$ cat src/hw/rtl/bsc_pkg.sv
`timescale 1ns / 1ps
// ----------------------------------------------------------------------------
// bsc_pkg
// Shared widths, register indexes, reset values and the coordinate clamp
// for the bright spot centroid unit.
// ----------------------------------------------------------------------------
package bsc_pkg;

    localparam int LUMA_W   = 8;
    localparam int WEIGHT_W = 28;
    localparam int MOMENT_W = 38;
    localparam int COORD_W  = 10;
    localparam int CFG_SZ_W = 11;
    // Wide enough for any frame size up to the largest parameter value.
    localparam int SIZE_W   = 13;
    localparam int OUT_W    = 56;

    localparam int DEF_MAX_WIDTH  = 1024;
    localparam int DEF_MAX_HEIGHT = 1024;

    localparam logic [1:0] CFG_THRESHOLD  = 2'd0;
    localparam logic [1:0] CFG_MIN_WEIGHT = 2'd1;
    localparam logic [1:0] CFG_WIDTH      = 2'd2;
    localparam logic [1:0] CFG_HEIGHT     = 2'd3;

    localparam logic [LUMA_W-1:0]   RST_THRESHOLD  = 8'd220;
    localparam logic [WEIGHT_W-1:0] RST_MIN_WEIGHT = 28'd50;
    localparam logic [CFG_SZ_W-1:0] RST_WIDTH      = 11'd640;
    localparam logic [CFG_SZ_W-1:0] RST_HEIGHT     = 11'd480;

    // A centroid of zero moves in to one; one at or past the last line moves
    // in to the line before it.
    function automatic logic [COORD_W-1:0] place_coord(
        input logic [MOMENT_W-1:0] q,
        input logic [SIZE_W-1:0]   size_m1
    );
        logic [MOMENT_W-1:0] c;
        c = q;
        if (c == '0) begin
            c = MOMENT_W'(1);
        end
        if (c >= MOMENT_W'(size_m1)) begin
            c = MOMENT_W'(size_m1 - SIZE_W'(1));
        end
        return c[COORD_W-1:0];
    endfunction

endpackage

$ cat src/hw/rtl/bsc_div.sv
`timescale 1ns / 1ps
// ----------------------------------------------------------------------------
// bsc_div
// Restoring divider, one quotient bit per cycle, shared by both axes.
// ----------------------------------------------------------------------------
module bsc_div
    import bsc_pkg::*;
(
    input  logic                i_clk,
    input  logic                i_rst_n,
    input  logic                i_start,
    input  logic [MOMENT_W-1:0] i_dividend,
    input  logic [WEIGHT_W-1:0] i_divisor,
    output logic                o_done,
    output logic [MOMENT_W-1:0] o_quotient
);

    localparam int CNT_W = $clog2(MOMENT_W);

    logic                r_busy;
    logic                r_done;
    logic [CNT_W-1:0]    r_cnt;
    logic [MOMENT_W-1:0] r_quo;
    logic [WEIGHT_W-1:0] r_rem;
    logic [WEIGHT_W-1:0] r_dvs;

    logic [WEIGHT_W:0]   trial;
    logic [WEIGHT_W:0]   diff;
    logic                fits;

    assign trial = {r_rem, r_quo[MOMENT_W-1]};
    assign diff  = trial - {1'b0, r_dvs};
    assign fits  = trial >= {1'b0, r_dvs};

    always_ff @(posedge i_clk) begin
        if (!i_rst_n) begin
            r_busy <= 1'b0;
            r_done <= 1'b0;
            r_cnt  <= '0;
        end else begin
            r_done <= 1'b0;
            if (i_start) begin
                r_busy <= 1'b1;
                r_cnt  <= '0;
            end else if (r_busy) begin
                r_cnt <= r_cnt + CNT_W'(1);
                if (r_cnt == CNT_W'(MOMENT_W - 1)) begin
                    r_busy <= 1'b0;
                    r_done <= 1'b1;
                end
            end
        end
    end

    // The dividend shifts out of the top while quotient bits enter below.
    always_ff @(posedge i_clk) begin
        if (i_start) begin
            r_quo <= i_dividend;
            r_rem <= '0;
            r_dvs <= i_divisor;
        end else if (r_busy) begin
            r_quo <= {r_quo[MOMENT_W-2:0], fits};
            r_rem <= fits ? diff[WEIGHT_W-1:0] : trial[WEIGHT_W-1:0];
        end
    end

    assign o_done     = r_done;
    assign o_quotient = r_quo;

endmodule

$ cat src/hw/rtl/bright_spot_centroid_unit.sv
`timescale 1ns / 1ps
// ----------------------------------------------------------------------------
// bright_spot_centroid_unit
// Thresholded, luma-weighted centroid of one frame of raster-order pixels.
// ----------------------------------------------------------------------------
// Pixels enter on the slave stream: luma in tdata, tlast on the last pixel of
// the frame. Column and row are counted internally. A pixel brighter than the
// threshold adds its luma to the weight and luma times column and row to the
// two moment sums, one product per cycle through a single multiplier; the next
// pixel is taken (s_axis_tready high) only after both products are done.
// On tlast the frame result appears on the master stream. If a spot is
// found both centroids go through one restoring divider at one bit a cycle,
// column first, then row; without a spot no division is done.
// The result sits in an output register; further pixels are taken while it
// waits. A later frame end holds off until the receiver has taken it.
// Configuration is written through i_cfg_we/i_cfg_index/i_cfg_data only
// while the block is idle; the user must keep to this, the block does not
// enforce it. Reset restores the register defaults (threshold 220, minimum
// weight 50, 640 x 480) and clears all counters and sums.
// ----------------------------------------------------------------------------
module bright_spot_centroid_unit
    import bsc_pkg::*;
#(
    parameter int MAX_WIDTH  = DEF_MAX_WIDTH,
    parameter int MAX_HEIGHT = DEF_MAX_HEIGHT
) (
    input  logic                i_clk,
    input  logic                i_rst_n,
    input  logic                i_cfg_we,
    input  logic [1:0]          i_cfg_index,
    input  logic [WEIGHT_W-1:0] i_cfg_data,
    input  logic                s_axis_tvalid,
    output logic                s_axis_tready,
    input  logic [LUMA_W-1:0]   s_axis_tdata,  // luma[7:0]
    input  logic                s_axis_tlast,  // frame_end
    output logic                m_axis_tvalid,
    input  logic                m_axis_tready,
    // spot_found[0], center_x[10:1], center_y[20:11], weight_total[48:21]
    output logic [OUT_W-1:0]    m_axis_tdata
);

    localparam int CW   = $clog2(MAX_WIDTH);
    localparam int RW   = $clog2(MAX_HEIGHT);
    localparam int OP_W = (CW > RW) ? CW : RW;
    localparam int PR_W = LUMA_W + OP_W;

    localparam logic [2:0] S_IDLE = 3'd0;
    localparam logic [2:0] S_MX   = 3'd1;
    localparam logic [2:0] S_MY   = 3'd2;
    localparam logic [2:0] S_DIVX = 3'd3;
    localparam logic [2:0] S_DIVY = 3'd4;
    localparam logic [2:0] S_FIN  = 3'd5;

    logic [2:0]          r_state, n_state;
    logic [LUMA_W-1:0]   r_threshold;
    logic [WEIGHT_W-1:0] r_min_weight;
    logic [CFG_SZ_W-1:0] r_frame_width;
    logic [CFG_SZ_W-1:0] r_frame_height;

    logic [LUMA_W-1:0]   r_luma;
    logic                r_last;
    logic [CW-1:0]       r_col;
    logic [RW-1:0]       r_row;
    logic [WEIGHT_W-1:0] r_weight;
    logic [MOMENT_W-1:0] r_mx;
    logic [MOMENT_W-1:0] r_my;
    logic                r_found;
    logic [COORD_W-1:0]  r_cx;
    logic [COORD_W-1:0]  r_cy;
    logic                r_m_valid;
    logic [OUT_W-1:0]    r_m_data;

    logic [SIZE_W-1:0]   w_clamp, h_clamp, w_m1_full, h_m1_full;
    logic [CW-1:0]       w_m1;
    logic [RW-1:0]       h_m1;
    logic                bright;
    logic [OP_W-1:0]     mul_op;
    logic [PR_W-1:0]     product;
    logic [MOMENT_W:0]   mom_base, mom_sum;
    logic [MOMENT_W-1:0] mom_sat;
    logic [WEIGHT_W:0]   wt_sum;
    logic [WEIGHT_W-1:0] wt_sat;
    logic                div_start, div_done;
    logic [MOMENT_W-1:0] div_quo;
    logic                s_accept, out_free;

    always_comb begin
        w_clamp = SIZE_W'(r_frame_width);
        if (w_clamp < SIZE_W'(3)) begin
            w_clamp = SIZE_W'(3);
        end else if (w_clamp > SIZE_W'(MAX_WIDTH)) begin
            w_clamp = SIZE_W'(MAX_WIDTH);
        end
        h_clamp = SIZE_W'(r_frame_height);
        if (h_clamp < SIZE_W'(3)) begin
            h_clamp = SIZE_W'(3);
        end else if (h_clamp > SIZE_W'(MAX_HEIGHT)) begin
            h_clamp = SIZE_W'(MAX_HEIGHT);
        end
    end

    assign w_m1_full = w_clamp - SIZE_W'(1);
    assign h_m1_full = h_clamp - SIZE_W'(1);
    assign w_m1      = w_m1_full[CW-1:0];
    assign h_m1      = h_m1_full[RW-1:0];

    assign bright = r_luma > r_threshold;

    // The one multiplier serves the column moment, then the row moment.
    assign mul_op   = (r_state == S_MX) ? OP_W'(r_col) : OP_W'(r_row);
    assign product  = PR_W'(r_luma) * PR_W'(mul_op);
    assign mom_base = (r_state == S_MX) ? {1'b0, r_mx} : {1'b0, r_my};
    assign mom_sum  = mom_base + (MOMENT_W + 1)'(product);
    assign mom_sat  = mom_sum[MOMENT_W] ? '1 : mom_sum[MOMENT_W-1:0];
    assign wt_sum   = {1'b0, r_weight} + (WEIGHT_W + 1)'(r_luma);
    assign wt_sat   = wt_sum[WEIGHT_W] ? '1 : wt_sum[WEIGHT_W-1:0];

    assign s_axis_tready = (r_state == S_IDLE);
    assign s_accept      = s_axis_tvalid && s_axis_tready;
    assign out_free      = !r_m_valid || m_axis_tready;

    assign div_start = ((r_state == S_MY) && r_last && (r_weight > r_min_weight))
                    || ((r_state == S_DIVX) && div_done);

    bsc_div u_div (
        .i_clk      (i_clk),
        .i_rst_n    (i_rst_n),
        .i_start    (div_start),
        .i_dividend ((r_state == S_DIVX) ? r_my : r_mx),
        .i_divisor  (r_weight),
        .o_done     (div_done),
        .o_quotient (div_quo)
    );

    always_comb begin
        n_state = r_state;
        case (r_state)
            S_IDLE: begin
                if (s_accept) begin
                    n_state = S_MX;
                end
            end
            S_MX: begin
                n_state = S_MY;
            end
            S_MY: begin
                if (!r_last) begin
                    n_state = S_IDLE;
                end else if (r_weight > r_min_weight) begin
                    n_state = S_DIVX;
                end else begin
                    n_state = S_FIN;
                end
            end
            S_DIVX: begin
                if (div_done) begin
                    n_state = S_DIVY;
                end
            end
            S_DIVY: begin
                if (div_done) begin
                    n_state = S_FIN;
                end
            end
            S_FIN: begin
                if (out_free) begin
                    n_state = S_IDLE;
                end
            end
            default: begin
                n_state = S_IDLE;
            end
        endcase
    end

    always_ff @(posedge i_clk) begin
        if (!i_rst_n) begin
            r_state        <= S_IDLE;
            r_threshold    <= RST_THRESHOLD;
            r_min_weight   <= RST_MIN_WEIGHT;
            r_frame_width  <= RST_WIDTH;
            r_frame_height <= RST_HEIGHT;
            r_col          <= '0;
            r_row          <= '0;
            r_weight       <= '0;
            r_mx           <= '0;
            r_my           <= '0;
            r_found        <= 1'b0;
            r_m_valid      <= 1'b0;
        end else begin
            r_state <= n_state;

            if (i_cfg_we) begin
                case (i_cfg_index)
                    CFG_THRESHOLD:  r_threshold    <= i_cfg_data[LUMA_W-1:0];
                    CFG_MIN_WEIGHT: r_min_weight   <= i_cfg_data;
                    CFG_WIDTH:      r_frame_width  <= i_cfg_data[CFG_SZ_W-1:0];
                    CFG_HEIGHT:     r_frame_height <= i_cfg_data[CFG_SZ_W-1:0];
                    default:        r_threshold    <= r_threshold;
                endcase
            end

            case (r_state)
                S_MX: begin
                    if (bright) begin
                        r_weight <= wt_sat;
                        r_mx     <= mom_sat;
                    end
                end
                S_MY: begin
                    if (bright) begin
                        r_my <= mom_sat;
                    end
                    r_found <= r_weight > r_min_weight;
                    // The counters stand still on the frame's last pixel.
                    if (!r_last) begin
                        if (r_col >= w_m1) begin
                            r_col <= '0;
                            r_row <= (r_row >= h_m1) ? '0 : r_row + RW'(1);
                        end else begin
                            r_col <= r_col + CW'(1);
                        end
                    end
                end
                S_FIN: begin
                    if (out_free) begin
                        r_col    <= '0;
                        r_row    <= '0;
                        r_weight <= '0;
                        r_mx     <= '0;
                        r_my     <= '0;
                    end
                end
                default: begin
                    r_col <= r_col;
                end
            endcase

            if ((r_state == S_FIN) && out_free) begin
                r_m_valid <= 1'b1;
            end else if (m_axis_tready) begin
                r_m_valid <= 1'b0;
            end
        end
    end

    always_ff @(posedge i_clk) begin
        if (s_accept) begin
            r_luma <= s_axis_tdata;
            r_last <= s_axis_tlast;
        end
        if ((r_state == S_DIVX) && div_done) begin
            r_cx <= place_coord(div_quo, SIZE_W'(w_m1));
        end
        if ((r_state == S_DIVY) && div_done) begin
            r_cy <= place_coord(div_quo, SIZE_W'(h_m1));
        end
        if ((r_state == S_FIN) && out_free) begin
            r_m_data <= OUT_W'({r_weight,
                                r_found ? r_cy : COORD_W'(0),
                                r_found ? r_cx : COORD_W'(0),
                                r_found});
        end
    end

    assign m_axis_tvalid = r_m_valid;
    assign m_axis_tdata  = r_m_data;

endmodule

$ cat config.mk
export PLATFORM = sky130hd
export DESIGN_NAME = bright_spot_centroid_unit
export DESIGN_NICKNAME = d
export VERILOG_FILES = /design/src/hw/rtl/bsc_pkg.sv /design/src/hw/rtl/bsc_div.sv /design/src/hw/rtl/bright_spot_centroid_unit.sv
export SDC_FILE = /design/constraint.sdc
export NUM_CORES = 1
export LEC_CHECK = 0
export ABC_AREA = 1
export BUFFER_PORTS_ARGS = -buffer_cell sky130_fd_sc_hd__buf_2
export CAP_MARGIN = 20
export CORE_ASPECT_RATIO = 0.5
export CORE_MARGIN = 2
export CORE_UTILIZATION = 55
export DETAILED_ROUTE_END_ITERATION = 8
export PLACE_DENSITY = 0.79
export SYNTH_ARGS = -nofsm -noshare
export SYNTH_HDL_FRONTEND = slang
export SYNTH_SLANG_ARGS = --single-unit
$ cat constraint.sdc
create_clock -name i_clk -period 6.3 [get_ports i_clk]
set_clock_uncertainty 0.1 [all_clocks]
set_input_delay 1.26 -clock i_clk [delete_from_list [all_inputs] [get_ports i_clk]]
set_output_delay 1.26 -clock i_clk [all_outputs]
set_load 0.02 [all_outputs]
==> results.ini, run 1 <==
[run_status]
status = complete, no violations

[global_route]
grt_overflow = 0
antenna_found_initial = 1
grt_max_degree = 88
grt_pass1_vias = 21000
grt.total_usage = 0.297
grt_first_pass_wirelength_microns = 110000

[route]
vias = 22700
drtAntennaViolNets = 0
avgViaCountPerCell = 5.61
dr.pass1.iters = 7
wire_per_inst_microns = 17.3
wl_microns = 69900
first_iter_violations = 2419
drc = 0

[floorplan]
io_pins = 102
core_sq_mm = 0.0438
initial_utilization = 0.561
row_count = 54
fp.dieW_microns = 303
die_area_sq_mm = 0.0465
die_h_microns = 154

[worst_setup_path]
endpoint_kind = register
crit_arrival_ns = 6.21
start_kind = register
cp_slowest_cell = fa_1
critPathKind = register to register
crit_required_ns = 6.60
r2r-start = r_state[2]
cpMostUsedCell = nand2_1
slowest_delay_ns = 0.58
timing.reg2reg.setup_slack_ns = 0.40
rr_worst_depth = 28
reg2reg_to = r_my[21]
cp_max_fo = 15

[synth]
synth_xor_area_frac = 0.0210
syn_area_sq_mm = 0.0246
ys.flop_type = dfxtp_1
synth_top_family_by_area = simple AND/OR/NAND/NOR gates
synth_compound_area_frac = 0.133
synth_warnings = 0
synth_seq_area_share = 0.357
synth_top_area_cell = dfxtp_1
synth_top_area_frac = 0.181
synthSimpleGateAreaFrac = 0.255
postSynthCellCount = 3371
synth_mux_area_frac = 0
postSynth.asyncResetShare = 0
synth_edf_count = 144
syn_area_per_cell_sq_um = 7.30
yosysUniqueCellTypes = 51
synthTopCellsByCount = nand2_1, inv_1, nor2_1, a21oi_1, o21ai_0
synthAdderAreaFrac = 0.139
synth.most_common_cell = nand2_1
synth-seq-cells = 367
synth_area_leaders = dfxtp_1, edfxtp_1, nand2_1

[power_and_ir_drop]
power.leakage_nw = 12.5
ir_drop_uv = 595
powerDensity_mw_per_mm2 = 385

[hold_path]
timing.hold.worst_path_depth = 2
worst_hold_path.endpoint = r_min_weight[22]
hp-start = r_min_weight[22]
min_path_type = register to register

[placement]
gp_congestion = 0.987
place_hpwl_microns = 51200
dp_cells = 3972
port_buffers = 94

[clock_network]
cts_tree = yes
postCtsHoldBufs = 0
clockRootBuffer = clkbuf_16
numCtsBuffers = 36
ctsLongestPathBuffers = 3
clkSinkCount = 367
htreeDepth = 2
clk_pin_slew_worst_paths_ns = 0.07
clkLatencyLatePin_ns = 0.56

[sta]
min_period_ns = 5.90
slew_headroom = 0.309
final-max-slew-violation-count = 0
worstMarginPinSlew_ns = 1.03
rsz0062_at_grt = no
setup_viol = 0
timing.final.crit_share = 0.937
finalHoldViolations = 0
max_freq_mhz = 169
fin_setup_tns_ns = 0

[final_layout]
antenna_cells = 0
seqCellArea_sq_mm = 0.00879
nets = 3701
area_growth_pct = 9.25
fill_cells = 3891
multi_input_area_sq_mm = 0.0135
stdcell_count = 4040
drive_above_1_share = 0.0695

[run]
drv_cap = 0

flip-flops by register name (all words and copies together) (netlist names), 6 cells and up:
name and cells:
m_axis_tdata 49, r_mx 38, r_my 38, u_div.o_quotient 38, r_min_weight 28, r_weight 28
u_div.r_dvs 28, u_div.r_rem 28, r_frame_height 11, r_frame_width 11, r_col 10, r_cx 10
r_cy 10, r_row 10, r_luma 8, r_threshold 8, u_div.r_cnt 6
final cells by class:
class | count | share of cell area
clock buffer | 46 | 0.0377
clock inverter | 20 | 0.00866
inverter | 472 | 0.0659
multi-input combinational | 2414 | 0.504
sequential | 367 | 0.327
tap | 588 | 0.0274
timing repair buffer | 133 | 0.0296
layout by cell type (no fill, tap or decap), drive strengths merged, types with 2 or more instances in the layout:
master / Yosys / final
nand4: 33 / 33
clkbuf: 90 / 47
xor2: 38 / 38
bufinv: 0 / 4
buf: 34 / 132
fa: 66 / 66
nand3: 217 / 217
a31o: 2 / 2
dfxtp: 223 / 223
nor4: 12 / 12
o21bai: 6 / 6
nor2: 299 / 299
o41ai: 3 / 3
o211ai: 47 / 47
or2: 13 / 13
o31ai: 2 / 2
o21a: 9 / 9
inv: 470 / 474
a31oi: 5 / 5
nor3b: 2 / 2
a21oi: 267 / 267
a21boi: 3 / 3
nand2: 884 / 884
ha: 167 / 167
clkinvlp: 0 / 3
and3: 3 / 3
nand3b: 20 / 20
o21ai: 245 / 245
a21o: 8 / 8
clkinv: 2 / 11
edfxtp: 144 / 144
nor3: 29 / 29
xnor2: 21 / 21
conb: 1 / 7
where the power goes:
group / internal (W) / switching (W)
combinational: 0.00188 / 0.00341
clock: 0.00132 / 0.000997
sequential: 0.00260 / 0.000138
critical path, delay by kind of cell (launching register included):
family / cells / cell delay (ns)
flip-flops: 1 / 0.38
AO/OA/AOI/OAI: 3 / 0.34
adder cells (fa/ha/maj): 5 / 2.44
AND/OR/NAND/NOR: 12 / 1.44
XOR/XNOR: 1 / 0.23
buffers and inverters: 7 / 0.85
per-stage QoR:
stage | total power [W] | hold slack, ns | utilization | cell area (sq um) | setup WS [ns]
after global placement | 0.00786 | 0.349 | 0.584 | 25600 | 0.498
after detailed placement | 0.00800 | 0.354 | 0.584 | 25600 | 0.341
after CTS | 0.0103 | 0.365 | 0.612 | 26900 | 0.283
after global routing | 0.0112 | 0.384 | 0.613 | 26900 | 0.0536
final | 0.0104 | 0.362 | 0.613 | 26900 | 0.397
after floorplan | 0.00669 | 0.335 | - | 24600 | 0.788
kinds of logic after synthesis:
kind of cell,count (synthesis)
AOI/OAI and AO/OA,600
xor gates and xnor gates,59
DFF,367
and+or+nand+nor,1515
adders and majority gates,233
buffers and inverters,596
other,1
per-layer routing:
layer / track usage / wire (microns)
met5: 0 / 13
met4: 0.105 / 2340
met3: 0.0644 / 6640
met2: 0.479 / 31500
met1: 0.394 / 29500
worst max-delay path by stage:
stage | start | endpoint | slack (ns) | cells after the start
6_report | r_state[2] | r_my[21] | 0.40 | 28
3_3_place_gp | r_state[2] | r_my[6] | 0.50 | 26
5_1_grt | r_state[2] | r_my[21] | 0.05 | 28
2_1_floorplan | r_state[2] | r_my[27] | 0.79 | 29
4_1_cts | r_state[2] | r_my[6] | 0.28 | 29
3_5_place_dp | r_state[2] | r_my[11] | 0.34 | 29
what timing repair did:
item | 4_1_cts | 5_1_grt
gates resized for setup | 0 | 1
endpoints found under the setup margin | 0 | 58
setup buffers | 0 | 1
Note: power is estimated with default switching activity, not from simulation.
==> run 2: changes to the inputs <==
- CAP_MARGIN: 20 -> 40
- CTS_BUF_LIST: default -> sky130_fd_sc_hd__clkbuf_8
==> run 2 against run 1 <==
Compared with the run above:
- via count increased by 0.87%
- critical path depth increased by 1
- maximum frequency increased by 0.35%
- non-clock buffer count increased by 5
- die area unchanged
- global-route usage about the same
- wire length decreased by 0.21%
- critical path type unchanged
==> results.ini, run 2 (synthesis gave the netlist of run 1 again) <==
[power_and_ir_drop]
sequentialPowerShare = 0.270  ; was 0.265
p_sw_frac = 0.446  ; was 0.439
p_clk_frac = 0.208  ; was 0.224
internal-power_w = 0.00562  ; was 0.00581 W
powerDensity_mw_per_mm2 = 378  ; was 385 mW/mm^2
comb_power_share = 0.522  ; was 0.512
switchingPower_w = 0.00454  ; was 0.00455 W
power.leakage_nw = 12.6  ; was 12.5 nW
ir_drop_uv = 602  ; was 595 uV

[floorplan]
initial_utilization = 0.561  ; unchanged
fp.dieW_microns = 303  ; unchanged
die_h_microns = 154  ; unchanged
core_sq_mm = 0.0438  ; unchanged
io_pins = 102  ; unchanged
die_area_sq_mm = 0.0465  ; unchanged
row_count = 54  ; unchanged

[global_route]
grt_pass1_vias = 21100  ; was 21000
grt_first_pass_wirelength_microns = 111000  ; was 110000 microns
grt_overflow = 0  ; unchanged
antenna_found_initial = 0  ; was 1
grt.total_usage = 0.297  ; about the same
grt_max_degree = 88  ; unchanged

[final_layout]
stdcell_count = 4080  ; was 4040
largest_register_ffs = 49  ; unchanged
final_common_cell = nand2_1  ; unchanged
drive_above_1_share = 0.0767  ; was 0.0695
fill_cells = 3941  ; was 3891
layout_common_cells = nand2_1, inv_1, nor2_1  ; unchanged
area_growth_pct = 9.22  ; was 9.25%
multi_input_area_sq_mm = 0.0135  ; unchanged
seqCellArea_sq_mm = 0.00879  ; unchanged
antenna_cells = 0  ; unchanged
nets = 3724  ; was 3701

[worst_setup_path]
reg2reg_to = r_my[1]  ; was r_my[21]
start_kind = register  ; unchanged
cpMostUsedCell = nand2_1  ; unchanged
worstSetupStartpoint = r_state[2]  ; unchanged
timing.reg2reg.setup_slack_ns = 0.42  ; was 0.40 ns
crit_required_ns = 6.76  ; was 6.60 ns
critPathKind = register to register  ; unchanged
cp_slowest_cell = fa_1  ; unchanged
endpoint_kind = register  ; unchanged
slowest_delay_ns = 0.56  ; was 0.58 ns
r2r-start = r_state[2]  ; unchanged
crit_arrival_ns = 6.34  ; was 6.21 ns
rr_worst_depth = 29  ; was 28
endpoint = r_my[1]  ; was r_my[21]
cp_max_fo = 16  ; was 15

[sta]
rsz0062_at_grt = no  ; unchanged
min_period_ns = 5.88  ; was 5.90 ns
fin_setup_tns_ns = 0  ; unchanged
slew_headroom = 0.363  ; was 0.309
final-max-slew-violation-count = 0  ; unchanged
setup_viol = 0  ; unchanged
timing.final.crit_share = 0.934  ; was 0.937
worstMarginPinSlew_ns = 0.955  ; was 1.03 ns
finalHoldViolations = 0  ; unchanged
max_freq_mhz = 170  ; was 169 MHz

[clock_network]
postCtsHoldBufs = 0  ; unchanged
cts_tree = yes  ; unchanged
numCtsBuffers = 54  ; was 36
clk_pin_slew_worst_paths_ns = 0.08  ; was 0.07 ns
clkLatencyLatePin_ns = 0.64  ; was 0.56 ns
ctsLongestPathBuffers = 3  ; unchanged
htreeDepth = 2  ; unchanged
clockRootBuffer = clkbuf_8  ; was clkbuf_16
clkSinkCount = 367  ; unchanged

[route]
avgViaCountPerCell = 5.61  ; about the same
wire_per_inst_microns = 17.1  ; was 17.3 microns
drtAntennaViolNets = 0  ; unchanged
vias = 22900  ; was 22700
dr.pass1.iters = 6  ; was 7
drc = 0  ; unchanged
wl_microns = 69800  ; was 69900 microns
first_iter_violations = 2676  ; was 2419

[placement]
place_hpwl_microns = 51300  ; was 51200 microns
dp_cells = 3977  ; was 3972
gp_congestion = 0.987  ; unchanged
port_buffers = 94  ; unchanged

[hold_path]
min_path_type = register to register  ; unchanged

[run_status]
status = complete, no violations  ; unchanged

[run]
drv_cap = 0  ; unchanged

-- run 2: cell count changes in the layout (fill, tap and decap cells not counted), sizes merged --
cell | before | now
inv | 474 | 488
buf | 132 | 138
clkbuf | 47 | 64
clkinvlp | 3 | 0
bufinv | 4 | 5
clkinv | 11 | 16
-- run 2: metal layers --
metal / track usage / routed length [microns] / vias up / share of wire
li1: - / - / 11100 / -
met1: 0.401 / 29600 / 10600 / 0.42
met2: 0.478 / 31200 / 1017 / 0.45
met3: 0.0609 / 6750 / 159 / 0.097
met4: 0.0957 / 2230 / 0 / 0.032
met5: 0 / 0 / - / 0
-- run 2: final cells by class --
class | count | share of cell area
inverter | 472 | 0.0659
clock inverter | 37 | 0.0110
timing repair buffer | 138 | 0.0319
multi-input combinational | 2414 | 0.504
clock buffer | 64 | 0.0328
sequential | 367 | 0.327
tap | 588 | 0.0274
-- run 2: what timing repair did --
item / CTS / global route
endpoints found under the hold margin: 0 / 0
buffers inserted: 0 / 2
gates resized for setup: 0 / 1
endpoints found under the setup margin: 0 / 55
-- run 2: critical path: cells and delay by family (launching register included) --
kind                       cells  cell delay [ns]
AOI/OAI and AO/OA              4             0.58
DFF                            1             0.39
and+or+nand+nor               12             1.24
adders and majority gates      5             2.46
buffers and inverters          8             1.02
-- run 2: through the flow --
stage                     hold slack (ns)  setup WS [ns]  area (sq um)  power (W)  utilization
final                               0.360          0.417         26900     0.0102        0.613
after global routing                0.381         0.0472         26900     0.0110        0.613
after CTS                           0.365          0.254         26800     0.0101        0.612
after detailed placement            0.354          0.328         25700    0.00799        0.585
after global placement              0.349          0.498         25600    0.00786        0.584
after floorplan                     0.335          0.788         24600    0.00669            -
-- run 2: worst min path at each step --
stage / start / end / slack [ns] / cells past startpoint
2_1_floorplan: r_min_weight[10] / r_min_weight[10] / 0.34 / 2
3_3_place_gp: r_threshold[5] / r_threshold[5] / 0.35 / 2
3_5_place_dp: r_min_weight[3] / r_min_weight[3] / 0.35 / 2
4_1_cts: r_min_weight[3] / r_min_weight[3] / 0.36 / 2
5_1_grt: r_min_weight[20] / r_min_weight[20] / 0.38 / 2
6_report: r_min_weight[22] / r_min_weight[22] / 0.36 / 2
-- run 2: power groups by stage --
stage,clock network [W],registers (W),logic [W]
4_1_cts,0.00214,0.00273,0.00527
5_1_grt,0.00224,0.00275,0.00606
3_5_place_dp,0,0.00278,0.00521
6_report,0.00212,0.00274,0.00530
3_3_place_gp,0,0.00278,0.00509
2_1_floorplan,0,0.00273,0.00396
==> run 3: changes to the inputs <==
- MAX_ROUTING_LAYER: default -> met4
- SETUP_SLACK_MARGIN: default -> 0.3
==> run 3 against run 2 <==
Compared with the run above:
- via count up 1.1%
- count of clock-buffer cells in the layout down 1
- sequential share of layout area down 0.11 points
- non-clock buffer count up 6
- worst setup slack better by 0.20 ns
- critical endpoint is now r_my[4]
- highest routed layer unchanged
==> results.ini, run 3 (synthesis gave the netlist of run 1 again) <==
[final_layout]
antenna_cells = 0  ; unchanged
largest_register_ffs = 49  ; unchanged
drive_above_1_share = 0.0797  ; was 0.0767
final_common_cell = nand2_1  ; unchanged
layout_common_cells = nand2_1, inv_1, nor2_1  ; unchanged
area_growth_pct = 9.59  ; was 9.22%
multi_input_area_sq_mm = 0.0136  ; was 0.0135 sq mm
fill_cells = 3956  ; was 3941
seqCellArea_sq_mm = 0.00879  ; unchanged
nets = 3731  ; was 3724

[worst_setup_path]
crit_arrival_ns = 6.14  ; was 6.34 ns
critPathKind = register to register  ; unchanged
slowest_delay_ns = 0.57  ; was 0.56 ns
crit_required_ns = 6.76  ; about the same
cpMostUsedCell = nand2_1  ; unchanged
crit_buf_inv = 7  ; was 8
crit_family = adder cells  ; unchanged
cp_max_fo = 16  ; unchanged
start_kind = register  ; unchanged
endpoint_kind = register  ; unchanged
cp_slowest_cell = dfxtp_1  ; was fa_1

[sta]
worstMarginPinSlew_ns = 0.909  ; was 0.955 ns
max_freq_mhz = 176  ; was 170 MHz
timing.final.crit_share = 0.901  ; was 0.934
finalHoldViolations = 0  ; unchanged
min_period_ns = 5.68  ; was 5.88 ns
final-max-slew-violation-count = 0  ; unchanged
fin_ws_ns = 0.622  ; was 0.417 ns
rsz0062_at_grt = no  ; unchanged
setup_viol = 0  ; unchanged
fin_setup_tns_ns = 0  ; unchanged
slew_headroom = 0.392  ; was 0.363
hold-worst-slack_ns = 0.361  ; was 0.360 ns

[clock_network]
clkLatencyLatePin_ns = 0.66  ; was 0.64 ns
htreeDepth = 2  ; unchanged
clk_pin_slew_worst_paths_ns = 0.07  ; was 0.08 ns
numCtsBuffers = 54  ; unchanged
ctsLongestPathBuffers = 3  ; unchanged
postCtsHoldBufs = 0  ; unchanged
cts_tree = yes  ; unchanged
clkSinkCount = 367  ; unchanged
clockRootBuffer = clkbuf_8  ; unchanged

[route]
drc = 0  ; unchanged
wl_microns = 71400  ; was 69800 microns
wire_per_inst_microns = 17.5  ; was 17.1 microns
first_iter_violations = 2403  ; was 2676
dr.pass1.iters = 8  ; was 6
vias = 23100  ; was 22900
avgViaCountPerCell = 5.66  ; was 5.61
drtAntennaViolNets = 0  ; unchanged

[floorplan]
die_area_sq_mm = 0.0465  ; unchanged
io_pins = 102  ; unchanged
fp.dieW_microns = 303  ; unchanged
row_count = 54  ; unchanged
die_h_microns = 154  ; unchanged
core_sq_mm = 0.0438  ; unchanged
initial_utilization = 0.561  ; unchanged

[power_and_ir_drop]
power.leakage_nw = 12.7  ; was 12.6 nW
powerDensity_mw_per_mm2 = 379  ; was 378 mW/mm^2
ir_drop_uv = 489  ; was 602 uV

[hold_path]
min_path_type = register to register  ; unchanged

[global_route]
grt.total_usage = 0.312  ; was 0.297
grt_pass1_vias = 21400  ; was 21100
antenna_found_initial = 0  ; unchanged
grt_max_degree = 61  ; was 88
grt_overflow = 0  ; unchanged
grt_first_pass_wirelength_microns = 112000  ; was 111000 microns

[placement]
port_buffers = 94  ; unchanged
place_hpwl_microns = 52800  ; was 51300 microns
gp_congestion = 0.988  ; was 0.987
post-place-ws_ns = 0.305  ; was 0.328 ns

[run]
drv_cap = 0  ; unchanged

[run_status]
status = complete, no violations  ; unchanged

run 3: cell types whose count changed in the layout (fill, tap and decap cells not counted), sizes merged:
cell	before	now
clkinvlp	0	2
nand3	217	218
clkbuf	64	63
buf	138	144
clkinv	16	14
inv	488	490
run 3: stage by stage:
stage	util	power (W)	instance area, sq um	cells
2_1_floorplan	-	0.00669	24600	3377
3_3_place_gp	0.585	0.00789	25600	3978
3_5_place_dp	0.587	0.00802	25700	3984
4_1_cts	0.614	0.0102	26900	4086
5_1_grt	0.615	0.0111	27000	4088
6_report	0.615	0.0102	27000	4088
run 3: what timing repair did:
item	in CTS	in global routing
setup endpoints to repair	6	67
pin swaps	0	1
gates cloned	0	1
gates resized for setup	2	2
buffers inserted	0	1
run 3: metal layers:
metal / up-vias / track usage / part of all wire
met5: - / - / 0
met4: 0 / 0.0924 / 0.027
met3: 181 / 0.0656 / 0.099
met2: 1071 / 0.485 / 0.45
met1: 10700 / 0.411 / 0.42
li1: 11100 / - / -
run 3: final cells by class:
type / count / area share
multi-input combinational: 2415 / 0.503
inverter: 472 / 0.0658
clock buffer: 63 / 0.0322
timing repair buffer: 144 / 0.0341
clock inverter: 39 / 0.0118
tap: 588 / 0.0273
sequential: 367 / 0.326
run 3: worst paths after layout:
check,from,to,slack [ns],cells past startpoint
worst max-delay path,r_state[0],r_my[4],0.62,27
worst min-delay path,r_min_weight[7],r_min_weight[7],0.36,2
worst max register to register,r_state[0],r_my[4],0.62,27
worst min register to register,r_min_weight[7],r_min_weight[7],0.36,2
run 3: worst reg2reg max path, cell delays in order, from the launching register on:
cell	delay, ns
dfxtp_1	0.57
nand3_4	0.21
buf_4	0.21
o21ai_0	0.15
buf_4	0.17
inv_1	0.07
nand2_1	0.09
fa_1	0.46
fa_1	0.55
inv_1	0.06
fa_1	0.53
inv_1	0.05
fa_1	0.53
inv_1	0.04
ha_1	0.34
nand2_1	0.08
nor2_1	0.09
nand2_1	0.06
nand2_1	0.08
nand2_1	0.05
nand2_1	0.12
nand2_1	0.08
o21ai_2	0.13
nand3b_4	0.16
buf_12	0.18
a21oi_1	0.22
nand2_1	0.08
a21oi_1	0.13
run 3: where the power goes:
part,internal [W],total [W],leakage [nW],switching [W]
registers,0.00260,0.00274,3.13,0.000139
clock network,0.00113,0.00215,0.681,0.00102
logic,0.00191,0.00535,8.87,0.00344
total,0.00564,0.0102,12.7,0.00459
